$ cat src/hdl/adgd_pkg.sv
`default_nettype none
// ----------------------------------------------------------------------------
// AdaGrad update package
// Widths, pipeline depths and the sideband record shared by the update block.
// ----------------------------------------------------------------------------
package adgd_pkg;

  localparam int IDX_W       = 12;
  localparam int DATA_W      = 32;
  localparam int ACC_W       = 64;
  localparam int ROOT_W      = 32;
  localparam int DEN_W       = 33;
  localparam int QUO_W       = 56;
  localparam int SQRT_STAGES = 16;
  localparam int DIV_STAGES  = 28;

  localparam logic [DATA_W-1:0] LR_RESET = 32'd167772;

  // Per-item data that rides along with the arithmetic.
  typedef struct packed {
    logic [IDX_W-1:0]         idx;
    logic signed [DATA_W-1:0] weight;
    logic                     neg;
    logic [DATA_W-1:0]        mag;
    logic                     in_range;
  } side_t;

endpackage
`default_nettype wire

$ cat src/hdl/adgd_isqrt_pipe.sv
`default_nettype none
// ----------------------------------------------------------------------------
// Pipelined integer square root
// Floor square root of a 64-bit word, two result bits per stage.
// ----------------------------------------------------------------------------
module adgd_isqrt_pipe (
  input  wire                       clk_i,
  input  wire                       rst_ni,
  input  wire                       en_i,
  input  wire                       valid_i,
  input  wire [adgd_pkg::ACC_W-1:0] acc_i,
  input  adgd_pkg::side_t           side_i,
  output logic                      valid_o,
  output logic [adgd_pkg::ROOT_W-1:0] root_o,
  output adgd_pkg::side_t           side_o
);
  import adgd_pkg::*;

  localparam int REM_W = 36;

  logic              v_q    [SQRT_STAGES];
  logic [ACC_W-1:0]  a_q    [SQRT_STAGES];
  logic [REM_W-1:0]  rem_q  [SQRT_STAGES];
  logic [ROOT_W-1:0] root_q [SQRT_STAGES];
  side_t             side_q [SQRT_STAGES];

  for (genvar s = 0; s < SQRT_STAGES; s++) begin : g_stage
    logic              pv;
    logic [ACC_W-1:0]  pa, na;
    logic [REM_W-1:0]  prem, nrem;
    logic [ROOT_W-1:0] proot, nroot;
    side_t             pside;

    if (s == 0) begin : g_first
      assign pv    = valid_i;
      assign pa    = acc_i;
      assign prem  = '0;
      assign proot = '0;
      assign pside = side_i;
    end else begin : g_next
      assign pv    = v_q[s-1];
      assign pa    = a_q[s-1];
      assign prem  = rem_q[s-1];
      assign proot = root_q[s-1];
      assign pside = side_q[s-1];
    end

    always_comb begin
      logic [REM_W-1:0] trial;
      nrem  = prem;
      nroot = proot;
      na    = pa;
      for (int k = 0; k < 2; k++) begin
        nrem  = {nrem[REM_W-3:0], na[ACC_W-1:ACC_W-2]};
        na    = {na[ACC_W-3:0], 2'b00};
        trial = {2'b00, nroot, 2'b01};
        if (nrem >= trial) begin
          nrem  = nrem - trial;
          nroot = {nroot[ROOT_W-2:0], 1'b1};
        end else begin
          nroot = {nroot[ROOT_W-2:0], 1'b0};
        end
      end
    end

    always_ff @(posedge clk_i or negedge rst_ni) begin
      if (!rst_ni) begin
        v_q[s] <= 1'b0;
      end else if (en_i) begin
        v_q[s] <= pv;
      end
    end

    always_ff @(posedge clk_i) begin
      if (en_i) begin
        a_q[s]    <= na;
        rem_q[s]  <= nrem;
        root_q[s] <= nroot;
        side_q[s] <= pside;
      end
    end
  end

  assign valid_o = v_q[SQRT_STAGES-1];
  assign root_o  = root_q[SQRT_STAGES-1];
  assign side_o  = side_q[SQRT_STAGES-1];

endmodule
`default_nettype wire

$ cat config.mk
export PLATFORM = sky130hd
export DESIGN_NAME = adgd_isqrt_pipe
export DESIGN_NICKNAME = d
export VERILOG_FILES = /design/src/hdl/adgd_pkg.sv /design/src/hdl/adgd_isqrt_pipe.sv
export SDC_FILE = /design/constraint.sdc
export NUM_CORES = 2
export LEC_CHECK = 0
export BUFFER_PORTS_ARGS = -buffer_cell sky130_fd_sc_hd__buf_2
export CAP_MARGIN = 5
export CORE_MARGIN = 4
export CORE_UTILIZATION = 50
export CTS_CLUSTER_SIZE = 28
export DETAILED_ROUTE_END_ITERATION = 10
export PLACE_DENSITY = 0.67
export SLEW_MARGIN = 20
export SYNTH_ARGS = -nofsm -noshare
export SYNTH_HDL_FRONTEND = slang
export SYNTH_SLANG_ARGS = --single-unit
$ cat constraint.sdc
create_clock -name clk_i -period 7 [get_ports clk_i]
set_clock_uncertainty 0.2 [all_clocks]
set_input_delay 1.4 -clock clk_i [delete_from_list [all_inputs] [get_ports clk_i]]
set_output_delay 1.4 -clock clk_i [all_outputs]
set_load 0.02 [all_outputs]
==> out/qor.csv <==
stage,metric,value,unit
critical_path,critPathLaunch,rem_q[1][131],
critical_path,crit_type,flip-flop to flip-flop,
synth,yosysSeqAreaShare,63.0,%
cts,clock_latency,920,ps
finish,nets,10700,
critical_path,crit_arrival,7070,ps
synth,yosys.area.top_type,edfxtp_1,
drt,vias,76100,
global_route,grt_max_degree,197,
critical_path,crit_family,compound AO/OA/AOI/OAI gates,
global_route,antenna_found_initial,7,
cts,cts_max_level,5,
placement,hpwl,202,mm
critical_path,cp-start-kind,flip-flop,
critical_path,path_cells,"ha_1, or3_1, or4_1, nor3_4, a21boi_2, nand3_1, inv_1, buf_4, nand2_1, nand2_1, ha_1, a21oi_1, o21ai_0, a221o_1, a21oi_1, o21ai_0, or3b_2, a2111o_1, a41o_1, a2111oi_4, and3_2, inv_6, mux2_2",
outcome,status,"complete, no violations",
synth,synth_edf_count,2485,
sta,fin_hold_ws,163,ps
floorplanning,num_io_pins,257,
critical_path,cp-endpoint,rem_q[1][149],
global_route,grt-ovfl-total,0,
drt,viasPerCell,5.72,
drt,routed_wl,274,mm
sta,setup_viol,0,
critical_path,r2r-end,rem_q[1][149],
sta,period_minus_slack,6680,ps
cts,cts_tree,done,
sta,drv_slew,0,
critical_path,ff2ff_setup_slack,320,ps
critical_path,r2r_start,rem_q[1][131],
cts,clkTransAtPathRegs,60,ps
sta,hold_viol,0,
floorplanning,row_count,178,
critical_path,crit_fanout,35,
job,max-cap-violations,0,
floorplanning,fp.dieH,496,um
floorplanning,die_w,496,um
sta,fmax,150,MHz
drt,drtIter0Drc,6346,
pwr,vdd_ir_drop_max,284,uV
floorplanning,coreArea,0.236,sq mm
critical_path,slowest_delay,490,ps
synth,netlist_area,0.119,sq mm
sta,period_share,95.5,%
global_route,grt_pass1_vias,74200,
critical_path,cp_num_buf_inv,3,
drt,ant_nets,0,
critical_path,cp-end-kind,flip-flop,
cts,cts-root-buf,clkbuf_16,
hold_path,hp-class,primary input to async pin,
synth,ys_types,112,
critical_path,rr_worst_depth,23,
cts,cts_buffer_depth,4,
sta,relSlewSlack,29.0,%
drt,drtPass1Iterations,6,
synth,yosys_warnings,0,
synth,synth_top_area_share,62.6,%
synth,async_reset_ff_share,0.640,%
synth,avgSynthCellArea,12.7,sq um
floorplanning,start_util,50.5,%
synth,ys.flop_type,edfxtp_1,
global_route,grt.total_usage,21.8,%
drt,wl_per_cell,20.6,um
global_route,grt_pass1_wl,424,mm
critical_path,critPathRequiredTime,7390,ps
sta,tns,0,ps
sta,worst_slew_pin_slew,1070,ps
finish,drive_above_1_share,11.1,%
cts,cts_made_buffers,282,
synth,synthCells,9381,
critical_path,cp_slowest_cell,or4_1,
placement,port_buffers,256,
synth,synth_area_leaders,"edfxtp_1 (63%), ha_1 (5.8%), xnor2_1 (3.7%)",
drt,drc,0,
placement,gp_congestion,0.961,
pwr,power.leakage,0.0509,uW
pwr,cellPowerDensity,369,mW/mm^2
critical_path,path_depth,23,
cts,cts_sinks,2501,
synth,ys_seq_elements,2501,
sta,rsz0062_at_grt,false,
floorplanning,die_area,0.246,sq mm
finish,synthToLayoutAreaGrowth,12.9,%
-- placed cells by master, fill, tap and decap left out, types with 64 or more instances in the layout --
cell type,count
nor2_1,768
o21a_1,93
xnor2_1,501
mux2_2,85
o31ai_1,64
nand2b_1,99
buf_4,225
clkbuf_16,287
o21ai_0,392
a21o_1,264
nor2b_1,73
nor3_1,174
xor2_1,279
or3_1,81
buf_2,255
a31oi_1,68
nor4_1,107
nand2_1,655
nand4_1,130
ha_1,555
a21oi_1,665
nand3_1,193
o21bai_1,79
inv_1,472
and3_1,70
edfxtp_1,2485
-- kinds of logic after synthesis --
kind of cell             synth area share [%]
other                                 0.00315
multiplexers                             1.00
buffers and inverters                    2.22
adder cells (fa/ha/maj)                  5.85
flip-flops                               63.0
AO/OA/AOI/OAI                            11.0
AND/OR/NAND/NOR                          11.2
XOR/XNOR                                 5.73
-- layout make-up --
type	count	area [sq um]
antenna	1	2.50
sequential	2501	75000
clock inverter	121	1220
inverter	481	1810
fill	19100	102000
clock buffer	355	7490
multi-input combinational	6187	41600
timing repair buffer	504	3440
tap	3150	3940
-- through the flow --
| step | cell area, sq um | cells | setup WS (ps) | utilization, % | total power, uW |
|---|---|---|---|---|---|
| floorplan | 119000 | 9382 | 39.8 | - | 30800 |
| global placement | 126000 | 12800 | 46.5 | 53.3 | 35500 |
| detailed placement | 126000 | 12800 | 118 | 53.3 | 35700 |
| CTS | 134000 | 13300 | 37.8 | 57.0 | 50000 |
| global route | 135000 | 13300 | 21.6 | 57.0 | 52500 |
| finish | 135000 | 13300 | 318 | 57.0 | 49700 |
-- worst reg2reg max path, delay by kind of cell (launching register included) --
kind / cells / cell delay, ps
buf+inv: 3 / 460
flops: 1 / 400
compound gates: 9 / 2360
mux: 1 / 320
fa+ha+maj: 2 / 510
simple gates: 8 / 2180
-- synthesized netlist by cell type (68+ instances only) --
| cell | n |
|---|---|
| o21ai_0 | 393 |
| nand3_1 | 193 |
| xnor2_1 | 501 |
| edfxtp_1 | 2485 |
| o21a_1 | 93 |
| nand2b_1 | 99 |
| inv_1 | 472 |
| nor4_1 | 109 |
| nor3_1 | 178 |
| nor2b_1 | 73 |
| clkbuf_1 | 176 |
| o21bai_1 | 79 |
| and3_1 | 71 |
| or3_1 | 81 |
| a21o_1 | 264 |
| ha_1 | 557 |
| nand2_1 | 655 |
| nor2_1 | 769 |
| a21oi_1 | 665 |
| xor2_1 | 279 |
| a31oi_1 | 68 |
| mux2_2 | 85 |
| nand4_1 | 130 |
-- flip-flops by register name, summed over array words and instances (netlist names) --
| register | cells |
|---|---|
| a_q | 480 |
| root_q | 272 |
| side_q | 1248 |
| rem_q | 485 |
| g_stage.pv | 15 |
| valid_o | 1 |
-- where the power goes --
group	internal (uW)	total, uW	switching (uW)
combinational	6400	15700	9330
sequential	18800	19900	1160
clock	8360	14000	5620
total	33500	49700	16100
-- worst min path at each step --
stage                             start             end  slack (ps)  depth (start not counted)
after global placement    side_q[1][75]  side_q[1][153]         200                          0
after floorplan              a_q[0][36]     a_q[0][100]         200                          0
after detailed placement     a_q[0][37]     a_q[0][101]         200                          0
after CTS                        rst_ni  g_stage[13].pv          80                          1
after global routing             rst_ni  g_stage[13].pv         120                          1
final                            rst_ni  g_stage[15].pv         160                          1
-- layer usage --
metal  GRT usage [%]  wire (um)  part of all wire (%)  vias to the layer above
li1                -          -                     -                    36400
met1            31.4     124000                    45                    36900
met2            34.2     125000                    46                     2263
met3            3.28      15600                   5.7                      487
met4            7.23       9110                   3.3                        0
met5               0          0                     0                        -
-- what timing repair did --
item,in CTS,in global routing
setup endpoints to repair,0,48
setup buffers,0,0
endpoints found under the hold margin,0,0
hold buffers,0,0
gates resized for setup,0,16
No activity file was read; power rests on OpenSTA's default activity.
